**src/hw/rtl/wstq_pkg.sv**
```systemverilog
// Shared types, constants and codes for the work-stealing task queues.
package wstq_pkg;

  localparam int NUM_WORKERS = 8;
  localparam int QUEUE_DEPTH = 64;
  localparam int HANDLE_BITS = 32;

  localparam int WID_W  = $clog2(NUM_WORKERS);
  localparam int NW_W   = 4;
  localparam int SLOT_W = $clog2(QUEUE_DEPTH);
  localparam int CNT_W  = 7;
  localparam int ADDR_W = WID_W + SLOT_W;
  localparam int WAIT_W = 10;
  localparam int PADDR_W = 3;

  localparam logic [WAIT_W-1:0] WAIT_MAX      = '1;
  localparam logic [NW_W-1:0]   NW_RESET      = NW_W'(NUM_WORKERS);
  localparam logic [CNT_W-1:0]  CAP_RESET     = CNT_W'(QUEUE_DEPTH);

  typedef enum logic {
    REG_WORKERS  = 1'b0,
    REG_CAPACITY = 1'b1
  } reg_idx_t;

  typedef enum logic {
    CMD_PUSH = 1'b0,
    CMD_POP  = 1'b1
  } cmd_t;

  typedef enum logic [2:0] {
    ST_PUSHED     = 3'd0,
    ST_FULL       = 3'd1,
    ST_OWN_POP    = 3'd2,
    ST_STOLEN     = 3'd3,
    ST_NONE_FOUND = 3'd4,
    ST_BAD_WORKER = 3'd5
  } status_t;

  typedef enum logic {
    FSM_IDLE = 1'b0,
    FSM_EXEC = 1'b1
  } fsm_t;

  typedef struct packed {
    logic                   cmd;
    logic [2:0]             worker_id;
    logic [31:0]            task_in;
  } req_word_t;

  typedef struct packed {
    logic [2:0]             status;
    logic [31:0]            task_out;
    logic [2:0]             source_queue;
    logic [WAIT_W-1:0]      waiting_count;
  } rsp_word_t;

  typedef struct packed {
    logic [NW_W-1:0]        active_workers;
    logic [CNT_W-1:0]       active_capacity;
  } cfg_t;

  typedef struct packed {
    logic                   wr_en;
    logic                   rd_en;
    logic [ADDR_W-1:0]      addr;
    logic [HANDLE_BITS-1:0] wdata;
  } mem_req_t;

endpackage

```
**src/hw/rtl/wstq_cfg.sv**
```systemverilog
// Configuration registers behind the APB-style port, with clamped active values.
module wstq_cfg (
  input  logic                          clk,
  input  logic                          rst,
  input  logic                          psel,
  input  logic                          penable,
  input  logic                          pwrite,
  input  logic [wstq_pkg::PADDR_W-1:0]  paddr,
  input  logic [31:0]                   pwdata,
  output logic [31:0]                   prdata,
  output logic                          pready,
  output wstq_pkg::cfg_t                cfg
);

  logic [wstq_pkg::NW_W-1:0]  worker_lim;
  logic [wstq_pkg::CNT_W-1:0] capacity_lim;
  logic                       wr_hit;
  wstq_pkg::reg_idx_t         idx;

  assign pready = 1'b1;
  assign idx    = wstq_pkg::reg_idx_t'(paddr[2]);
  assign wr_hit = psel && penable && pwrite && pready;

  always_ff @(posedge clk) begin
    if (rst) begin
      worker_lim   <= wstq_pkg::NW_RESET;
      capacity_lim <= wstq_pkg::CAP_RESET;
    end else if (wr_hit) begin
      unique case (idx)
        wstq_pkg::REG_WORKERS:  worker_lim   <= pwdata[wstq_pkg::NW_W-1:0];
        wstq_pkg::REG_CAPACITY: capacity_lim <= pwdata[wstq_pkg::CNT_W-1:0];
        default: ;
      endcase
    end
  end

  always_comb begin
    unique case (idx)
      wstq_pkg::REG_WORKERS:
        prdata = {{(32-wstq_pkg::NW_W){1'b0}}, worker_lim};
      wstq_pkg::REG_CAPACITY:
        prdata = {{(32-wstq_pkg::CNT_W){1'b0}}, capacity_lim};
      default: prdata = '0;
    endcase
  end

  always_comb begin
    if (worker_lim == '0) begin
      cfg.active_workers = wstq_pkg::NW_W'(1);
    end else if (worker_lim > wstq_pkg::NW_W'(wstq_pkg::NUM_WORKERS)) begin
      cfg.active_workers = wstq_pkg::NW_W'(wstq_pkg::NUM_WORKERS);
    end else begin
      cfg.active_workers = worker_lim;
    end
    if (capacity_lim == '0) begin
      cfg.active_capacity = wstq_pkg::CNT_W'(1);
    end else if (capacity_lim > wstq_pkg::CNT_W'(wstq_pkg::QUEUE_DEPTH)) begin
      cfg.active_capacity = wstq_pkg::CNT_W'(wstq_pkg::QUEUE_DEPTH);
    end else begin
      cfg.active_capacity = capacity_lim;
    end
  end

endmodule

```
**config.mk**
```make
export PLATFORM = sky130hd
export DESIGN_NAME = wstq_cfg
export DESIGN_NICKNAME = d
export VERILOG_FILES = /design/src/hw/rtl/wstq_pkg.sv /design/src/hw/rtl/wstq_cfg.sv
export SDC_FILE = /design/constraint.sdc
export NUM_CORES = 1
export LEC_CHECK = 0
export CAP_MARGIN = 5
export CORE_MARGIN = 2
export CORE_UTILIZATION = 50
export DETAILED_ROUTE_END_ITERATION = 12
export DONT_BUFFER_PORTS = 1
export GPL_ROUTABILITY_DRIVEN = 0
export GPL_TIMING_DRIVEN = 0
export HOLD_SLACK_MARGIN = 0.1
export PLACE_DENSITY_LB_ADDON = 0.08
export SLEW_MARGIN = 20
export SYNTH_ARGS = -nofsm -noshare
export SYNTH_HDL_FRONTEND = slang
export SYNTH_SLANG_ARGS = --single-unit
```
**constraint.sdc**
```tcl
create_clock -name clk -period 1.4 [get_ports clk]
set_clock_uncertainty 0.15 [all_clocks]
set_input_delay 0.14 -clock clk [delete_from_list [all_inputs] [get_ports clk]]
set_output_delay 0.14 -clock clk [all_outputs]
set_load 0.02 [all_outputs]
```
# Word-level counts from Yosys, hierarchy flattened
# Cells that the tools add are included.
# word_totals
reg_bits,11
latch_bits,0
ramBits,0
mem_bits_ro,0
out_inout_bits,44
mem_count,0
# classes
n_addsub,0
n_mul,0
n_div,0
n_lt_le_gt_ge,2
eq_ne,0
n_shift,0
mux,5
n_bitwise,1
reduce_logical,6
# op_table
op,count
one-hot mux 32 bit (2 select lines),1
two-way mux 7 bit,2
two-way mux 4 bit,2
"greater-than comparator 7 bit, second input constant",1
zero test 7 bit,1
"greater-than comparator 4 bit, second input constant",1
zero test 4 bit,1
AND reduction 2 bit,2
logical AND 1 bit,2
NOT 1 bit,1

# Depth between registers and ports, before layout
# Gate-level depths: netlist of run 1.
# depth
word_depth,3
depth_mapped,4
mapped_depth_nobuf,2

# Worst setup path before layout of run 1
# Ideal clock, no wire load.
# synth_timing
path_kind,reg-to-output
from,register capacity_lim[1] in the netlist's numbering
to,output port cfg[0] in the netlist's numbering
arrival_time_ns,1.129
required_time_ns,1.110
path_slack_ns,-0.019
path_stages_with_launch,3
n_path_buf,0
path_cell_list,dfxtp_1 -> or3_1 -> o41ai_2
# synth_lines
element,line_no,text
start: declaration,wstq_cfg.sv:16,logic [wstq_pkg::CNT_W-1:0] capacity_lim;
start signal: assignment,wstq_cfg.sv:27,capacity_lim <= wstq_pkg::CAP_RESET;
start signal: assignment,wstq_cfg.sv:31,wstq_pkg::REG_CAPACITY: capacity_lim <= pwdata[wstq_pkg::CNT_W-1:0];
end: declaration,wstq_cfg.sv:12,output wstq_pkg::cfg_t cfg

==> results of run 1 <==
[worst register-to-register path, stage by stage (launching register included)]
cell and delay, ns:
dfxtp_1 0.33, nand2b_1 0.08, mux2i_1 0.06, dlymetal6s4s_1 0.25
[through the flow]
stage	instances	area (sq um)	setup TNS, ns
finish	156	1190	-0.248
global route	156	1190	-0.303
CTS	157	1200	-0.745
detailed placement	137	1000	0
global placement	137	1000	0
floorplan	120	982	0
[cells in the mapped netlist]
library cell,instances,area share
mux2i_1,11,0.13
and2_1,3,0.021
clkbuf_1,2,0.0085
nor2_1,5,0.021
o41ai_2,1,0.018
nand2b_1,15,0.11
o21ba_2,1,0.011
dfxtp_1,11,0.25
or2b_1,1,0.0085
conb_1,2,0.0085
or3_1,1,0.0071
mux2_2,4,0.051
buf_6,4,0.051
buf_4,26,0.22
and4_4,1,0.013
nand4b_4,1,0.027
nor2b_1,7,0.050
[metal layers]
layer	track usage	routed length (microns)	vias up	part of all wire
li1	-	-	341	-
met1	0.190	673	308	0.39
met2	0.328	929	26	0.54
met3	0.0397	106	4	0.061
met4	0.0514	16	0	0.0093
met5	0	0	-	0
[path summary, 6_finish.rpt]
kind	end	slack [ns]
worst max register to register	capacity_lim[2]	0.42
worst min register to register	worker_lim[0]	0.35
worst max-delay path	cfg[0]	-0.25
worst min-delay path	capacity_lim[1]	0.11
[logic make-up (layout without fill, tap and decap cells)]
group / after synthesis / count (layout)
AND/OR/NAND/NOR: 34 / 34
buffers and inverters: 32 / 51
AO/OA/AOI/OAI: 2 / 2
multiplexers: 15 / 15
other: 2 / 26
flip-flops: 11 / 11
[timing repair]
item / in CTS / in global routing
endpoints found under the setup margin: 3 / 6
buffers inserted: 0 / 1
endpoints found under the hold margin: 11 / 2
hold buffers: 16 / 1
pin swaps: 0 / 0
resized for setup: 4 / 3
[state kept, by name (all words and copies together) (netlist names)]
| register | cells |
|---|---|
| capacity_lim | 7 |
| worker_lim | 4 |
[power breakdown]
group	switching (W)	leakage, nW	internal, W
logic	0.000120	0.500	0.000117
registers	0.00000873	0.0891	0.000320
clock network	0.000106	0.0150	0.000110
total	0.000235	0.604	0.000547
[area by class of cell]
cell class / count / area, sq um
Fill cell: 130 / 494
Sequential cell: 11 / 223
Tap cell: 17 / 21.3
Clock buffer: 4 / 26.3
Timing Repair Buffer: 15 / 153
Multi-Input combinational cell: 77 / 524
Buffer: 32 / 248
==> metrics, run 1 <==
CP Class reg -> out; Clock Sink Count 11; DR WL/cell 11.1 microns; Die H 46.0 microns; Die X 46.0 microns; Hold WC Path Type in -> reg; first-pass GRT wire length 2600 microns; min Tclk post-route 1.65 ns; CP Cell Sequence or3_4, o41ai_4; vias per inst 4.35; mux cell area share after synthesis 0.176; most common cell after layout, fill and taps aside buf_4; largest net degree at the start of global routing 11; starting DRC count in detailed routing 7; Peak VDD IR 0.636 mV; total global-route track usage 0.174; R2R cell count 3; initial antenna violation count 0; cts bufs inserted 3; kind of cell adding the most delay to the critical path simple AND/OR/NAND/NOR gates; Highest Clock Rate 607 MHz; layout cells sized above 1 0.338; Synth Area in Adders 0; Cell Pwr Density 654 mW/mm^2; crit-path max cell delay 0.39 ns; final setup margin -0.248 ns; Leak 0.604 nW; worst slack at placement 0.00305 ns; post-synthesis compound-gate area fraction 0.0298; total power draw 0.000781 W; Hold Violations, Final 0; Max-Cap Viols 0; pins over their slew limit 0; Worst setup EP type primary output; worst setup path startpoint capacity_lim[1]; Post-Syn Instances 96; commonest cells after routing, fill and taps aside buf_4, conb_1, nand2b_1, dlygate4sd3_1, mux2i_1; syn avg cell area 9.18 sq um; Root Buffer clkbuf_4; gr ovfl total 0; final WL 1730 microns; sequential area share after synthesis 0.250; H-tree lvl count 1; Hold Worst Slack 0.114 ns; crit path buf inv count 0; Yosys reg bits 11; CTS tree yes; crit share post-route 1.18; startpoint types flop; status finished, violations left; RSZ-0062 raised after global routing true; antenna viol nets, final 0; I/O pin cnt 84; P&R area growth vs syn 35.7%; main combinational cell family by area after synthesis buffers and inverters; Synth warnings 0; Worst R2R Start capacity_lim[2]; diode count 0; critical path depth in cells 2; maximum clock insertion buffer count 2; vias in the first global route 630; port buffer count 0; Pre-antenna DRT Iters 4; clock slew at reported path FFs 0.07 ns; crit path max fanout 4; Die ar. 0.00211 sq mm; Post-layout nets 180; hold depth 4; XOR/XNOR Fraction of Synth Area 0; fraction of the mapped netlist area in simple logic gates 0.254; final count of negative-setup-slack endpoints 1; CP max-delay cell or3_4; final core occ 0.707; distinct cell type count after synthesis 17; core area 0.00169 sq mm; Crit path arrival time 1.36 ns; Syn Std Cell Area 881 sq um; Via Count 679; min-delay src rst; Initial Utilization 0.521; clk_lat worst skew 0.27 ns; failing checks negative setup slack; Rows 15; drt drc 0; Worst Path Required 1.11 ns
(Power assumes the default switching activity.)
==> run 2: changes to the inputs <==
- GPL_TIMING_DRIVEN: 0 -> not set
- clock period: 1.4 -> 1.7 ns (I/O delays scaled with it)
==> metrics, run 2 (synthesized netlist as in run 1, its figures left out) <==
Internal 0.000398 W (-27%); first-pass GRT wire length 2140 microns (-18%); Worst-Margin Slew 0.512 ns; port buffer count 0 (unchanged); Peak VDD IR 0.362 mV (-43%); antenna viol nets, final 0 (unchanged); final WL 1460 microns (-16%); P&R area growth vs syn 3.27%; Setup Buffers After CTS 0 (unchanged); max reg flops 7 (unchanged); Detail Placement HPWL 1050 microns; maximum clock insertion buffer count 2 (unchanged); Rows 15 (unchanged); biggest regs capacity_lim (7), worker_lim (4); total global-route track usage 0.145 (-0.0297); Non-Filler Instances 123 (-21%); r2r setup slk 0.62 ns (+0.20 ns); Worst setup EP type primary output; Placed Area 752 sq um (-25%); layout cells sized above 1 0.123 (-0.215); starting DRC count in detailed routing 2 (-5); Highest Clock Rate 587 MHz; Post-layout nets 147 (-18%); Leak 0.409 nW (-32%); Flop pwr share 0.464 (+0.043); H-tree lvl count 1 (unchanged); Die X 46.0 microns (unchanged); Cell Pwr Density 642 mW/mm^2 (-1.7%); I/O pin cnt 84 (unchanged); worst slack at placement 0.278 ns (+0.275 ns); vias per inst 4.64 (+6.7%); Crit path arrival time 1.38 ns (+0.02 ns); crit share post-route 1.00; # placed instances 106 (-23%); clock slew at reported path FFs 0.07 ns (about the same); Clk pwr share 0.319 (+0.042); Initial Utilization 0.521 (unchanged); final count of negative-setup-slack endpoints 1 (unchanged); Die H 46.0 microns (unchanged); initial antenna violation count 0 (unchanged); core area 0.00169 sq mm (unchanged); DR WL/cell 11.8 microns (+7.1%); clk_lat worst skew 0.27 ns (about the same); Hold WC Path Type in -> reg; most common cell after layout, fill and taps aside conb_1; CTS tree yes; crit path max fanout 4 (unchanged); Pre-antenna DRT Iters 3 (-1); commonest cells after routing, fill and taps aside conb_1, nand2b_1, dlygate4sd3_1, mux2i_1, dfxtp_1; Root Buffer clkbuf_4; Die ar. 0.00211 sq mm (unchanged); Worst slew margin 0.658; status finished, violations left; pins over their slew limit 0 (unchanged); Clock Sink Count 11 (unchanged); Hold Violations, Final 0 (unchanged); min Tclk post-route 1.70 ns; diode count 0 (unchanged); startpoint types flop; CP Class reg -> out; vias in the first global route 496 (-21%); failing checks negative setup slack; cts bufs inserted 3 (unchanged); Worst Path Required 1.38 ns (+0.27 ns); NetSw 0.000186 W (-21%); final setup margin -0.00256 ns (+0.245 ns); Max-Cap Viols 0 (unchanged); largest net degree at the start of global routing 19 (+8); Sw Ratio 0.318 (+0.0179); drt drc 0 (unchanged); gr ovfl total 0 (unchanged); Via Count 571 (-16%); Post-Layout Inst Area 910 sq um (-24%); Top reg by flops capacity_lim; Comb power frac 0.217 (-0.086); RSZ-0062 raised after global routing true
==> run 2: cell types whose count changed in the layout (fill, tap and decap cells not counted), moves of 2 or more <==
cell	previous run	this run
buf_4	27	1
dlymetal6s4s_1	2	0
clkbuf_1	3	1
buf_6	4	0
==> run 2: final timing paths <==
path | endpoint | start | cells past startpoint
setup / recovery | cfg[0] | capacity_lim[1] | 3
hold / removal | capacity_lim[1] | penable | 2
setup reg to reg | capacity_lim[6] | capacity_lim[6] | 2
hold reg to reg | worker_lim[0] | worker_lim[0] | 2
==> run 2: through the flow <==
stage / hold slack (ns) / TNS (ns) / util / total power (W)
after detailed placement: 0.189 / 0 / 0.445 / 0.000373
after global placement: 0.182 / 0 / 0.445 / 0.000372
after CTS: 0.108 / -0.0138 / 0.539 / 0.000584
after floorplan: 0.175 / 0 / - / 0.000426
after global routing: 0.105 / -0.0538 / 0.539 / 0.000611
final: 0.102 / -0.00256 / 0.539 / 0.000584
==> run 2: power groups by stage <==
stage,sequential (W),clock (W),combinational [W]
6_report,0.000271,0.000186,0.000127
5_1_grt,0.000272,0.000201,0.000138
4_1_cts,0.000271,0.000186,0.000126
3_5_place_dp,0.000277,0,0.0000955
3_3_place_gp,0.000277,0,0.0000947
2_1_floorplan,0.000274,0,0.000152
==> run 2: area by class of cell <==
| class | count | area, sq um |
|---|---|---|
| Fill cell | 164 | 779 |
| Multi-Input combinational cell | 77 | 503 |
| Sequential cell | 11 | 221 |
| Timing Repair Buffer | 14 | 138 |
| Clock buffer | 4 | 26.3 |
| Tap cell | 17 | 21.3 |
==> run 2: worst max-delay path, stage by stage (launching register included) <==
cell,delay (ns)
dfxtp_2,0.33
or3_1,0.37
o41ai_2,0.21
buf_4,0.19
==> run 2: timing repair <==
action,4_1_cts,5_1_grt
resized for setup,1,0
hold buffers,13,0
gates cloned,0,0
hold endpoints to repair,11,0
setup endpoints to repair,1,1
==> run 2: metal layers <==
metal  up-vias  GRT usage  wire length [microns]
met5         -          0                      0
met4         0     0.0686                     23
met3         3     0.0437                    116
met2        31      0.233                    705
met1       263      0.173                    612
li1        274          -                      -
