<file path="src/hw/rtl/wstq_pkg.sv">
// Shared types, constants and codes for the work-stealing task queues.
package wstq_pkg;

  localparam int NUM_WORKERS = 8;
  localparam int QUEUE_DEPTH = 64;
  localparam int HANDLE_BITS = 32;

  localparam int WID_W  = $clog2(NUM_WORKERS);
  localparam int NW_W   = 4;
  localparam int SLOT_W = $clog2(QUEUE_DEPTH);
  localparam int CNT_W  = 7;
  localparam int ADDR_W = WID_W + SLOT_W;
  localparam int WAIT_W = 10;
  localparam int PADDR_W = 3;

  localparam logic [WAIT_W-1:0] WAIT_MAX      = '1;
  localparam logic [NW_W-1:0]   NW_RESET      = NW_W'(NUM_WORKERS);
  localparam logic [CNT_W-1:0]  CAP_RESET     = CNT_W'(QUEUE_DEPTH);

  typedef enum logic {
    REG_WORKERS  = 1'b0,
    REG_CAPACITY = 1'b1
  } reg_idx_t;

  typedef enum logic {
    CMD_PUSH = 1'b0,
    CMD_POP  = 1'b1
  } cmd_t;

  typedef enum logic [2:0] {
    ST_PUSHED     = 3'd0,
    ST_FULL       = 3'd1,
    ST_OWN_POP    = 3'd2,
    ST_STOLEN     = 3'd3,
    ST_NONE_FOUND = 3'd4,
    ST_BAD_WORKER = 3'd5
  } status_t;

  typedef enum logic {
    FSM_IDLE = 1'b0,
    FSM_EXEC = 1'b1
  } fsm_t;

  typedef struct packed {
    logic                   cmd;
    logic [2:0]             worker_id;
    logic [31:0]            task_in;
  } req_word_t;

  typedef struct packed {
    logic [2:0]             status;
    logic [31:0]            task_out;
    logic [2:0]             source_queue;
    logic [WAIT_W-1:0]      waiting_count;
  } rsp_word_t;

  typedef struct packed {
    logic [NW_W-1:0]        active_workers;
    logic [CNT_W-1:0]       active_capacity;
  } cfg_t;

  typedef struct packed {
    logic                   wr_en;
    logic                   rd_en;
    logic [ADDR_W-1:0]      addr;
    logic [HANDLE_BITS-1:0] wdata;
  } mem_req_t;

endpackage

</file>
<file path="src/hw/rtl/wstq_ctrl.sv">
// Request sequencer: deque pointers, victim search, memory access and result register.
module wstq_ctrl (
  input  logic                                clk,
  input  logic                                rst,
  input  wstq_pkg::cfg_t                      cfg,
  input  logic                                req_valid,
  output logic                                req_ready,
  input  wstq_pkg::req_word_t                 req,
  output logic                                rsp_valid,
  input  logic                                rsp_ready,
  output wstq_pkg::rsp_word_t                 rsp,
  output wstq_pkg::mem_req_t                  mreq,
  input  logic [wstq_pkg::HANDLE_BITS-1:0]    rdata
);

  localparam int NW    = wstq_pkg::NUM_WORKERS;
  localparam int WID_W = wstq_pkg::WID_W;
  localparam int NW_W  = wstq_pkg::NW_W;
  localparam int CNT_W = wstq_pkg::CNT_W;
  localparam int SLT_W = wstq_pkg::SLOT_W;

  wstq_pkg::fsm_t              state, state_next;
  wstq_pkg::req_word_t         cur;
  logic [SLT_W-1:0]            deque_top [NW];
  logic [CNT_W-1:0]            deque_count [NW];
  logic [wstq_pkg::WAIT_W-1:0] waiting_total, waiting_total_next;
  logic [NW-1:0]               nonempty;

  logic [2:0]                  rsp_status;
  logic [2:0]                  rsp_src;
  logic                        rsp_has_task;

  logic                        take;
  logic                        exec_go;
  logic [WID_W-1:0]            wid;
  logic                        bad;
  logic                        own_nonempty;
  logic                        found;
  logic [WID_W-1:0]            victim;
  logic [WID_W-1:0]            q;
  logic [SLT_W-1:0]            q_top;
  logic [CNT_W-1:0]            q_count;
  logic [SLT_W-1:0]            slot;
  logic                        do_push;
  logic                        do_own;
  logic                        do_steal;
  logic [2:0]                  status_next;
  logic [2:0]                  src_next;

  always_comb begin
    for (int i = 0; i < NW; i++) begin
      nonempty[i] = (deque_count[i] != '0);
    end
  end

  assign take = req_valid && req_ready;
  assign wid  = cur.worker_id;
  assign bad  = ({1'b0, wid} >= cfg.active_workers);
  assign own_nonempty = nonempty[wid];

  always_comb begin
    logic [NW_W-1:0] cand;
    found  = 1'b0;
    victim = '0;
    cand   = '0;
    for (int k = 1; k < NW; k++) begin
      cand = {1'b0, wid} + NW_W'(k);
      if (cand >= cfg.active_workers) begin
        cand = cand - cfg.active_workers;
      end
      if (!found && (NW_W'(k) < cfg.active_workers) && nonempty[cand[WID_W-1:0]]) begin
        found  = 1'b1;
        victim = cand[WID_W-1:0];
      end
    end
  end

  assign q       = (cur.cmd == wstq_pkg::CMD_PUSH || own_nonempty) ? wid : victim;
  assign q_top   = deque_top[q];
  assign q_count = deque_count[q];

  always_comb begin
    do_push     = 1'b0;
    do_own      = 1'b0;
    do_steal    = 1'b0;
    status_next = wstq_pkg::ST_BAD_WORKER;
    src_next    = 3'(wid);
    slot        = q_top;
    if (bad) begin
      status_next = wstq_pkg::ST_BAD_WORKER;
      src_next    = '0;
    end else if (cur.cmd == wstq_pkg::CMD_PUSH) begin
      slot = q_top + q_count[SLT_W-1:0];
      if (q_count >= cfg.active_capacity) begin
        status_next = wstq_pkg::ST_FULL;
      end else begin
        do_push     = 1'b1;
        status_next = wstq_pkg::ST_PUSHED;
      end
    end else if (own_nonempty) begin
      slot        = q_top + SLT_W'(q_count - CNT_W'(1));
      do_own      = 1'b1;
      status_next = wstq_pkg::ST_OWN_POP;
    end else if (found) begin
      slot        = q_top;
      do_steal    = 1'b1;
      status_next = wstq_pkg::ST_STOLEN;
      src_next    = 3'(victim);
    end else begin
      status_next = wstq_pkg::ST_NONE_FOUND;
    end
  end

  always_comb begin
    waiting_total_next = waiting_total;
    if (do_push && waiting_total != wstq_pkg::WAIT_MAX) begin
      waiting_total_next = waiting_total + 1'b1;
    end else if ((do_own || do_steal) && waiting_total != '0) begin
      waiting_total_next = waiting_total - 1'b1;
    end
  end

  always_comb begin
    state_next = state;
    unique case (state)
      wstq_pkg::FSM_IDLE: if (take) state_next = wstq_pkg::FSM_EXEC;
      wstq_pkg::FSM_EXEC: if (!rsp_valid || rsp_ready) state_next = wstq_pkg::FSM_IDLE;
      default: state_next = wstq_pkg::FSM_IDLE;
    endcase
  end

  always_comb begin
    req_ready = 1'b0;
    exec_go   = 1'b0;
    unique case (state)
      wstq_pkg::FSM_IDLE: req_ready = 1'b1;
      wstq_pkg::FSM_EXEC: exec_go = !rsp_valid || rsp_ready;
      default: ;
    endcase
  end

  assign mreq.wr_en = exec_go && do_push;
  assign mreq.rd_en = exec_go && (do_own || do_steal);
  assign mreq.addr  = {q, slot};
  assign mreq.wdata = cur.task_in;

  always_ff @(posedge clk) begin
    if (take) begin
      cur <= req;
    end
  end

  always_ff @(posedge clk) begin
    if (rst) begin
      state         <= wstq_pkg::FSM_IDLE;
      waiting_total <= '0;
      rsp_valid     <= 1'b0;
      for (int i = 0; i < NW; i++) begin
        deque_top[i]   <= '0;
        deque_count[i] <= '0;
      end
    end else begin
      state <= state_next;
      if (exec_go) begin
        waiting_total <= waiting_total_next;
        rsp_valid     <= 1'b1;
        if (do_push) begin
          deque_count[q] <= q_count + 1'b1;
        end else if (do_own) begin
          deque_count[q] <= q_count - 1'b1;
        end else if (do_steal) begin
          deque_count[q] <= q_count - 1'b1;
          deque_top[q]   <= q_top + 1'b1;
        end
      end else if (rsp_ready) begin
        rsp_valid <= 1'b0;
      end
    end
  end

  always_ff @(posedge clk) begin
    if (exec_go) begin
      rsp_status    <= status_next;
      rsp_src       <= src_next;
      rsp_has_task  <= do_own || do_steal;
    end
  end

  assign rsp.status        = rsp_status;
  assign rsp.task_out      = rsp_has_task ? rdata : '0;
  assign rsp.source_queue  = rsp_src;
  assign rsp.waiting_count = waiting_total;

endmodule

</file>
<file path="config.mk">
export PLATFORM = sky130hd
export DESIGN_NAME = wstq_ctrl
export DESIGN_NICKNAME = d
export VERILOG_FILES = /design/src/hw/rtl/wstq_pkg.sv /design/src/hw/rtl/wstq_ctrl.sv
export SDC_FILE = /design/constraint.sdc
export NUM_CORES = 1
export LEC_CHECK = 0
export BUFFER_PORTS_ARGS = -buffer_cell sky130_fd_sc_hd__buf_2
export CORE_AREA = 5 5 153 155
export DETAILED_ROUTE_END_ITERATION = 12
export DIE_AREA = 0 0 158 160
export PLACE_DENSITY = 0.79
export SYNTH_ARGS = -nofsm -noshare
export SYNTH_HDL_FRONTEND = slang
export SYNTH_SLANG_ARGS = --single-unit
</file>
<file path="constraint.sdc">
create_clock -name clk -period 8.86 [get_ports clk]
set_input_delay 0 -clock clk [delete_from_list [all_inputs] [get_ports clk]]
set_output_delay 0 -clock clk [all_outputs]
set_load 0.005 [all_outputs]
</file>
* Yosys cells after proc, flatten, opt, wreduce, memory -nomap -nowiden *
Memories as Yosys holds them, arrays and structs flattened.
Cells that the tools add are included.

cells by class
  $add $sub $neg = 21
  multipliers = 0
  div/mod/pow operators = 0
  order comparisons = 24
  eq/ne operators = 1
  shift-type cells = 0
  muxes and demuxes = 93
  bitwise gates (word level) = 4
  reduce and logical (&&, ||, !) cells = 42

operator list
  kind                     count
  $mux W3                  23
  $reduce_bool A7 Y1       8
  $mux W1                  51
  $lt A3 B4 Y1 const B     8
  $mux W32                 1
  $ge A4 B4 Y1             7
  $bmux W1 S3              8
  $mux W6                  4
  $mux W7                  3
  $sub A3 B3 Y3            7
  $mux W10                 2
  $logic_and A1 B1 Y1      18
  $add A3 B3 Y4 const B    4
  $lt A3 B4 Y1 const A     4
  $add A6 B6 Y6            2
  $add A10 B1 Y10 const B  1
  $ne A10 B10 Y1 const B   1
  $reduce_bool A10 Y1      1
  $sub A10 B1 Y10 const B  1
  $add A3 B2 Y4 const B    2
  $lt A2 B4 Y1 const A     2
  $add A7 B1 Y7 const B    1
  $ge A7 B7 Y1             1
  $logic_not A1 Y1         7
  13 further kinds         18

storage, ports and cells
  bits in registers = 55
  latch bits = 0
  memory bits (writable) = 104
  ROM bits = 0
  input port bits = 83
  output and inout bits = 93
  word-level logic and storage cells = 196
  memories = 2

memories
  name         depth  width  rd ports  clocked after Yosys merged registers in  wr ports  line             source
  deque_count  8      7      9         0                                        8         wstq_ctrl.sv:25  logic [CNT_W-1:0] deque_count [NW];
  deque_top    8      6      1         0                                        8         wstq_ctrl.sv:24  logic [SLT_W-1:0] deque_top [NW];

* Depth between registers and ports, before layout *
Gate-level depths: netlist of run 1.
An unclocked memory read counts as a cell.

  depth in word-level cells = 45
  gate-level depth with buffers = 50
  mapped depth without buffers = 46

* Worst setup path before layout of run 1 *
No wires, ideal clock.

  kind = register -> register
  start point = register cur, in the netlist wid[1]
  end point = register waiting_total[9] in the netlist's numbering
  library setup time = 128 ps
  data arrival time = 9147 ps
  required time = 8732 ps
  setup slack = -415 ps
  cell stages (with the launch flop) = 50
  buffers on the path = 4
  clock period less this slack = 9275 ps
  path through = edfxtp_1 > clkbuf_1 > inv_1 > ha_1 > inv_1 > fa_1 > clkbuf_1 > a21oi_1 > o211ai_1 > a21oi_1 > mux2i_1 > a221o_1 > a21oi_1 > or3_4 > o31a_1 > o211ai_2 > nand2_2 > inv_2 > (+14 left out) > o21ai_0 > nand2_1 > or2_2 > nor2_1 > inv_1 > ha_1 > a21o_1 > a21o_1 > a21o_1 > a21oi_1 > o21bai_1 > a21oi_1 > o21bai_1 > a21oi_1 > xor2_1 > nand2_1 > xor2_1 > nor2_1

between the ends
  word-level cells in the longest chain between the ends = 40
  elaborated cells on any way between the ends = 98
  classes of those cells = 14 x add/sub; 9 x order compare; 49 x mux; 25 x reduce/logical; 1 x memory

ends and longest elaborated chain
  what                                                  line                              source
  from (decl)                                           wstq_ctrl.sv:23                   wstq_pkg::req_word_t cur;
  from (signal assigned)                                wstq_ctrl.sv:149                  cur <= req;
  $add A3 B1 Y4                                         wstq_ctrl.sv:67                   cand = {1'b0, wid} + NW_W'(k);
  $ge A4 B4 Y1 / $sub A3 B3 Y3 (equally long branches)  wstq_ctrl.sv:68, wstq_ctrl.sv:69
  $mux W3                                               wstq_ctrl.sv:68                   if (cand >= cfg.active_workers) begin
  $bmux W1 S3                                           wstq_ctrl.sv:71                   if (!found && (NW_W'(k) < cfg.active_workers) && nonempty[cand[WID_W-1:0]]) begin
  $mux W1 (implied by the code)                         wstq_ctrl.sv:71
  $logic_and A1 B1 Y1                                   wstq_ctrl.sv:71
  $mux W1                                               wstq_ctrl.sv:71
  $logic_not A1 Y1                                      wstq_ctrl.sv:71
  (+24 left out)                                        -
  $mem_v2 Z8 W7                                         -
  $ge A7 B7 Y1                                          wstq_ctrl.sv:94                   if (q_count >= cfg.active_capacity) begin
  $mux W1                                               wstq_ctrl.sv:94
  $mux W1                                               wstq_ctrl.sv:92                   end else if (cur.cmd == wstq_pkg::CMD_PUSH) begin
  $mux W1                                               wstq_ctrl.sv:89                   if (bad) begin
  $logic_and A1 B1 Y1                                   wstq_ctrl.sv:116                  if (do_push && waiting_total != wstq_pkg::WAIT_MAX) begin
  $reduce_bool A2 Y1 (no line)                          -
  $reduce_and A2 Y1 (no line)                           -
  to (signal assigned)                                  wstq_ctrl.sv:165                  waiting_total <= waiting_total_next;
  to (decl)                                             wstq_ctrl.sv:26                   logic [wstq_pkg::WAIT_W-1:0] waiting_total, waiting_total_next;

Parallel ways exist; a longest one is shown, timed or not. The select of a mux whose other input is x is not followed.
A chain may end at the register's enable or synchronous reset.

==> impl_metrics.py, run 1 <==
metrics = {
    "outcome": {
        "status": "finished, final reports clean",
    },
    "power": {
        "intPower_mw": 1.634,
        "power_leakage_nw": 5.888,
        "p_seq_share_pct": 34.2,
        "finalPower_mw": 2.597,
        "p_comb_share_pct": 37.6,
        "power_density_mw_per_mm2": 183.1,
        "power_switching_uw": 963.3,
        "ir_drop_mv": 0.1733,
        "switching_share_pct": 37.09,
        "clkPwrFrac_pct": 28.2,
    },
    "logic_synthesis": {
        "synth.area.top_cells": "edfxtp_1 (39%), ha_1 (6.0%), nor2_1 (4.8%), mux2i_1 (4.6%), nand2_1 (2.9%)",
        "ys_seq_elements": 159,
        "async_reset_ff_share_pct": 0,
        "yosysUniqueCellTypes": 93,
        "netlist_instances": 1193,
        "synth.top_cell.area_share_pct": 38.64,
        "synth-edff-count": 147,
        "ys_top_cells_by_count": "edfxtp_1 (147), nor2_1 (145), nand2_1 (87)",
        "synth_flop_cell": "edfxtp_1",
        "synth.most_common_cell": "edfxtp_1",
        "synth_area_leader_cell": "edfxtp_1",
        "yosysSeqAreaShare_pct": 40.74,
        "synth_area_mm2": 0.01142,
        "synth.avg_cell_area_um2": 9.576,
        "synth_nets": 1338,
        "yosysWarningCount": 0,
    },
    "routing": {
        "via_count": 10941,
        "initialDrtViolationCount": 1191,
        "drc_errors": 0,
        "first_pass_iters": 6,
        "wl_mm": 38.27,
        "wl_per_cell_um": 22.17,
        "postRouteAntennaNets": 0,
        "via_per_inst": 6.339,
    },
    "global_routing": {
        "grt_max_degree": 37,
        "use_met1_pct": 36.13,
        "grt_pass1_wl_mm": 56.97,
        "track_usage_pct": 28.82,
        "grt_pass1_vias": 10475,
        "use_met2_pct": 48.18,
        "use_met3_pct": 5.737,
        "top_usage_layer": "met2",
        "antenna_found_initial": 0,
        "grt.overflow.total": 0,
    },
    "worst_setup_path": {
        "start_kind": "flop",
        "slowest_delay_ps": 490,
        "regToRegSetupSlack_ps": 440,
        "worstPathMaxFanout": 16,
        "rr_worst_depth": 45,
        "crit_path_frequent_cell": "buf_4",
        "crit_start": "wid[2]$_DFFE_PP_",
        "critPathSlowestCell": "or4b_1",
        "path_class": "reg2out",
        "worst_ep_arrival_time_ps": 8430,
        "rr_endpoint": "waiting_total[9]$_SDFFE_PP0P_",
        "crit_path_end_kind": "primary output",
        "r2r_start": "wid[2]$_DFFE_PP_",
        "required_ps": 8860,
    },
    "place": {
        "io_buffers": 175,
        "dp_cells": 1641,
        "place_area_mm2": 0.01271,
        "gp_congestion": 0.9988,
        "place_hpwl_mm": 27.58,
    },
    "clock_network": {
        "numClockSinks": 159,
        "path_clk_slew_ps": 70,
        "cts-root-buf": "clkbuf_16",
        "clockBufferDepth": 2,
        "cts_tree": "done",
        "cts_max_level": 4,
        "clk_latency_ps": 440,
        "cts_inserted_buffers": 17,
    },
    "finish": {
        "nets": 1578,
        "design_area_mm2": 0.01418,
        "stdcell_count": 1726,
        "drive_above_1_share_pct": 26.56,
        "antenna_cells": 0,
        "syn_to_final_growth_pct": 24.15,
    },
    "min_path": {
        "hp-class": "in2reg",
        "hold_start": "rst",
        "min_path_cells": 2,
        "hold-path-endpoint": "waiting_total[9]$_SDFFE_PP0P_",
    },
    "sta": {
        "clock_skew_ps": 10.12,
        "period_needed_ps": 8425,
        "period_share_pct": 95.09,
        "setup_viol": 0,
        "clock.fmax_mhz": 118.7,
        "slew-limit-headroom_pct": 17.34,
        "final_hold_viol_count": 0,
        "setup_tns_ps": 0,
        "slew_viol_final": 0,
        "worst_pin_slew_ps": 1231,
        "whs_ps": 62.48,
    },
    "die": {
        "initial_core_util_pct": 52.68,
        "dieArea_mm2": 0.02528,
        "fp.coreArea_mm2": 0.02169,
        "die_y_um": 160,
        "ios": 176,
        "fp-row-count": 54,
        "fp.dieW_um": 158,
    },
    "run": {
        "drv_cap": 0,
    },
}
==> state kept, by name, indices dropped and copies added (netlist names) <==
name and flops:
cur 1, deque_count 56, deque_top 48, mreq 32
rsp_has_task 1, rsp_src 3, rsp_status 3, rsp_valid 1
state 1, waiting_total 10, wid 3
==> power groups by stage <==
stage	Clock (mW)	Sequential [mW]	Combinational [mW]
6_report	0.732	0.888	0.977
5_1_grt	0.763	0.891	1.05
3_5_place_dp	0	0.902	0.853
4_1_cts	0.731	0.886	0.875
2_1_floorplan	0	0.893	0.588
3_3_place_gp	0	0.900	0.838
==> what timing repair did <==
item                                    4_1_cts  5_1_grt
setup buffers                                 0       15
endpoints found under the setup margin        0        7
gates resized for setup                       0       82
endpoints found under the hold margin        38        0
hold buffers                                 38        0
==> kinds of logic (layout without fill, tap and decap cells) <==
kind of cell / Yosys count / count (layout) / share of synthesized area (%)
AO/OA/AOI/OAI: 280 / 280 / 17.42
XOR/XNOR: 34 / 34 / 2.607
adder cells (fa/ha/maj): 62 / 62 / 7.250
buffers and inverters: 129 / 382 / 5.706
flip-flops: 159 / 159 / 40.74
multiplexers: 65 / 65 / 6.067
AND/OR/NAND/NOR: 464 / 464 / 20.21
==> worst max path at each step <==
stage                     slack [ps]                             to  depth (start not counted)
after floorplan                   10  waiting_total[9]$_SDFFE_PP0P_                         48
after global placement           150  waiting_total[9]$_SDFFE_PP0P_                         45
after detailed placement          40  waiting_total[9]$_SDFFE_PP0P_                         46
after CTS                         40  waiting_total[9]$_SDFFE_PP0P_                         43
after global routing             -60  waiting_total[9]$_SDFFE_PP0P_                         46
final                            430                       mreq[37]                         36
==> layout by cell type, fill, tap and decap left out, types with 8 or more instances in the layout <==
| cell type | count |
|---|---|
| dlygate4sd3_1 | 38 |
| o21ai_0 | 39 |
| buf_2 | 175 |
| a21oi_2 | 8 |
| and3_1 | 13 |
| nand2_1 | 86 |
| nor2_1 | 143 |
| mux2i_1 | 50 |
| nor3_1 | 30 |
| o21ai_1 | 9 |
| mux2_2 | 9 |
| o22ai_1 | 12 |
| dfxtp_1 | 12 |
| edfxtp_1 | 147 |
| ha_1 | 49 |
| nand3_1 | 36 |
| inv_1 | 55 |
| a21oi_1 | 54 |
| xnor2_1 | 20 |
| a21o_1 | 16 |
| nor4_1 | 15 |
| nor3b_1 | 8 |
| o211ai_1 | 13 |
| and2_1 | 45 |
| xor2_1 | 13 |
| nand2b_1 | 27 |
| clkbuf_16 | 17 |
| a211oi_1 | 8 |
| buf_4 | 77 |
==> layout make-up <==
class / instances / area (um2)
multi-input cells: 905 / 6539
clock inverters: 15 / 150.1
flip-flops and latches: 159 / 4654
clock buffers: 17 / 425.4
repair buffers: 290 / 1834
inverters: 60 / 230.2
fillers: 1671 / 7505
well taps: 280 / 350.3
==> worst max-delay path: cells and delay by family, from the launching register on <==
family	cells	cell delay (ps)
buffers and inverters	10	1510
flip-flops	1	430
AND/OR/NAND/NOR	7	1240
adder cells (fa/ha/maj)	4	1370
XOR/XNOR	1	240
multiplexers	3	650
AO/OA/AOI/OAI	11	2510
==> per-stage QoR <==
step / setup WS (ps) / utilization, %
CTS: 36.29 / 63.01
detailed placement: 37.20 / 58.60
finish: 434.8 / 65.40
global route: -55.64 / 65.40
floorplan: 13.34 / -
global placement: 154.2 / 58.60
==> per-layer routing <==
layer  vias up  part of all wire (%)
li1       4899                     -
met5         -                     0
met3       135                    11
met2       713                    48
met1      5194                    37
met4         0                   4.3
Note: power is estimated with default switching activity, not from simulation.
==> inputs of run 2 (changes only) <==
Settings changed: PLACE_DENSITY 0.79 to 0.85.
==> run 2 against run 1 <==
Net effect:
- sequential power hardly changed
- sequential share of layout area is 0.28 points lower
- design area is 0.87% higher
- cell count is 0.23% higher
- combinational power is 4% higher
- flip-flop and latch count stayed put
- core utilization is 0.57 points higher
- die area stayed put
- hold slack worse by 19 ps
- critical endpoint is now waiting_total[9]$_SDFFE_PP0P_
==> impl_metrics.py, run 2 (same netlist as run 1, synthesis figures left out) <==
metrics = {
    "worst_setup_path": {
        "path_class": "reg2reg",
        "start_kind": "flop",
        "crit_path_end_kind": "flop",
        "worstPathMaxFanout": 16,
        "worst_ep_arrival_time_ps": 9050,
        "critPathSlowestCell": "o211ai_1",
        "slowest_delay_ps": 480,
        "required_ps": 9190,
    },
    "place": {
        "place_area_mm2": 0.01265,
        "place_hpwl_mm": 26.46,
        "gp_congestion": 1.011,
        "io_buffers": 175,
        "dp_cells": 1633,
    },
    "finish": {
        "top_register": "deque_count",
        "design_area_mm2": 0.01431,
        "ff_latch_area_mm2": 0.004654,
        "layout_common_cells": "buf_2 (175), edfxtp_1 (147), nor2_1 (143), nand2_1 (84), buf_4 (76)",
        "largest_reg_flops": 56,
        "stdcell_count": 1730,
        "final_util_pct": 65.97,
        "nFillCells": 1533,
        "nets": 1581,
        "multi_input_area_mm2": 0.006568,
        "drive_above_1_share_pct": 27.26,
        "syn_to_final_growth_pct": 25.23,
        "layout_commonest_cell": "buf_2",
    },
    "power": {
        "power_switching_mw": 1.013,
        "power_leakage_nw": 5.941,
        "finalPower_mw": 2.696,
        "switching_share_pct": 37.57,
        "clkPwrFrac_pct": 29.1,
        "p_comb_share_pct": 38.0,
        "ir_drop_mv": 0.1476,
        "intPower_mw": 1.683,
        "power_density_mw_per_mm2": 188.4,
        "p_seq_share_pct": 33.0,
    },
    "global_routing": {
        "grt_pass1_vias": 10893,
        "track_usage_pct": 29.43,
        "grt_pass1_wl_mm": 58.45,
        "antenna_found_initial": 2,
        "grt_max_degree": 37,
        "grt.overflow.total": 0,
    },
    "sta": {
        "slew-limit-headroom_pct": 17.64,
        "period_share_pct": 98.47,
        "setup_viol": 0,
        "final_hold_viol_count": 0,
        "slew_viol_final": 0,
        "period_needed_ps": 8725,
        "clock_skew_ps": 12.73,
        "worst_pin_slew_ps": 1233,
        "clock.fmax_mhz": 114.6,
        "setup_tns_ps": 0,
    },
    "run": {
        "drv_cap": 0,
    },
    "die": {
        "fp-row-count": 54,
        "dieArea_mm2": 0.02528,
        "initial_core_util_pct": 52.68,
        "ios": 176,
        "fp.dieW_um": 158,
        "fp.coreArea_mm2": 0.02169,
        "die_y_um": 160,
    },
    "min_path": {
        "hp-class": "in2reg",
    },
    "clock_network": {
        "cts-root-buf": "clkbuf_16",
        "numClockSinks": 159,
        "path_clk_slew_ps": 80,
        "cts_inserted_buffers": 17,
        "clk_latency_ps": 450,
        "cts_tree": "done",
        "clockBufferDepth": 2,
        "cts_max_level": 4,
    },
    "outcome": {
        "status": "finished, final reports clean",
    },
    "routing": {
        "drc_errors": 0,
        "postRouteAntennaNets": 0,
        "via_per_inst": 6.675,
        "wl_per_cell_um": 23.18,
        "first_pass_iters": 9,
        "via_count": 11547,
        "initialDrtViolationCount": 1735,
        "wl_mm": 40.11,
    },
}
run 2: cell types whose count changed in the layout (fill, tap and decap cells not counted), sizes merged:
cell,change
buf,+2
diode,+1
clkbuf,+3
clkinv,-1
clkinvlp,-1
run 2: routing by layer:
metal | GRT usage (%) | part of all wire, %
met1 | 35.57 | 34
met2 | 47.41 | 45
met5 | 0 | 0.095
met3 | 7.984 | 13
met4 | 16.25 | 7.5
run 2: path summary, 6_finish.rpt:
path	slack, ps	from	cells past startpoint	to
worst max-delay path	140	wid[0]$_DFFE_PP_	47	waiting_total[9]$_SDFFE_PP0P_
worst min-delay path	40	rst	2	waiting_total[9]$_SDFFE_PP0P_
worst max register to register	140	wid[0]$_DFFE_PP_	47	waiting_total[9]$_SDFFE_PP0P_
worst min register to register	510	rsp_valid$_SDFFE_PP0P_	2	rsp_valid$_SDFFE_PP0P_
run 2: layout make-up:
type	count	share of cell area [%]
multi-input cells	905	45.90
flip-flops and latches	159	32.53
repair buffers	293	13.04
clock buffers	19	3.323
well taps	280	2.449
inverters	60	1.644
clock inverters	13	1.093
diodes	1	0.01749
run 2: timing repair:
action                     CTS  global route
hold buffers                38             0
pin swaps                    1            28
resized for setup           19            80
buffers inserted             1            25
setup endpoints to repair    1             6
hold endpoints to repair    38             0
run 2: worst max-delay path: cells and delay by family, from the launching register on:
family                     cells  cell delay [ps]
and+or+nand+nor               14             1970
DFF                            1              420
buffers and inverters          7              970
adders and majority gates      4             1170
xor gates and xnor gates       3              530
AOI/OAI and AO/OA             18             3420
muxes                          1              130
run 2: stage by stage:
stage / hold WS, ps / setup slack (ps)
2_1_floorplan: 98.87 / 13.34
4_1_cts: 34.60 / 6.182
3_5_place_dp: 178.1 / -84.77
5_1_grt: 63.10 / -213.2
6_report: 43.23 / 135.3
3_3_place_gp: 176.9 / 121.1
run 2: power groups by stage:
stage	clock (mW)	combinational [mW]	sequential, mW
after global placement	0	0.824	0.899
final	0.784	1.02	0.888
after floorplan	0	0.588	0.893
after detailed placement	0	0.848	0.901
after global routing	0.813	1.08	0.892
after CTS	0.772	0.886	0.885
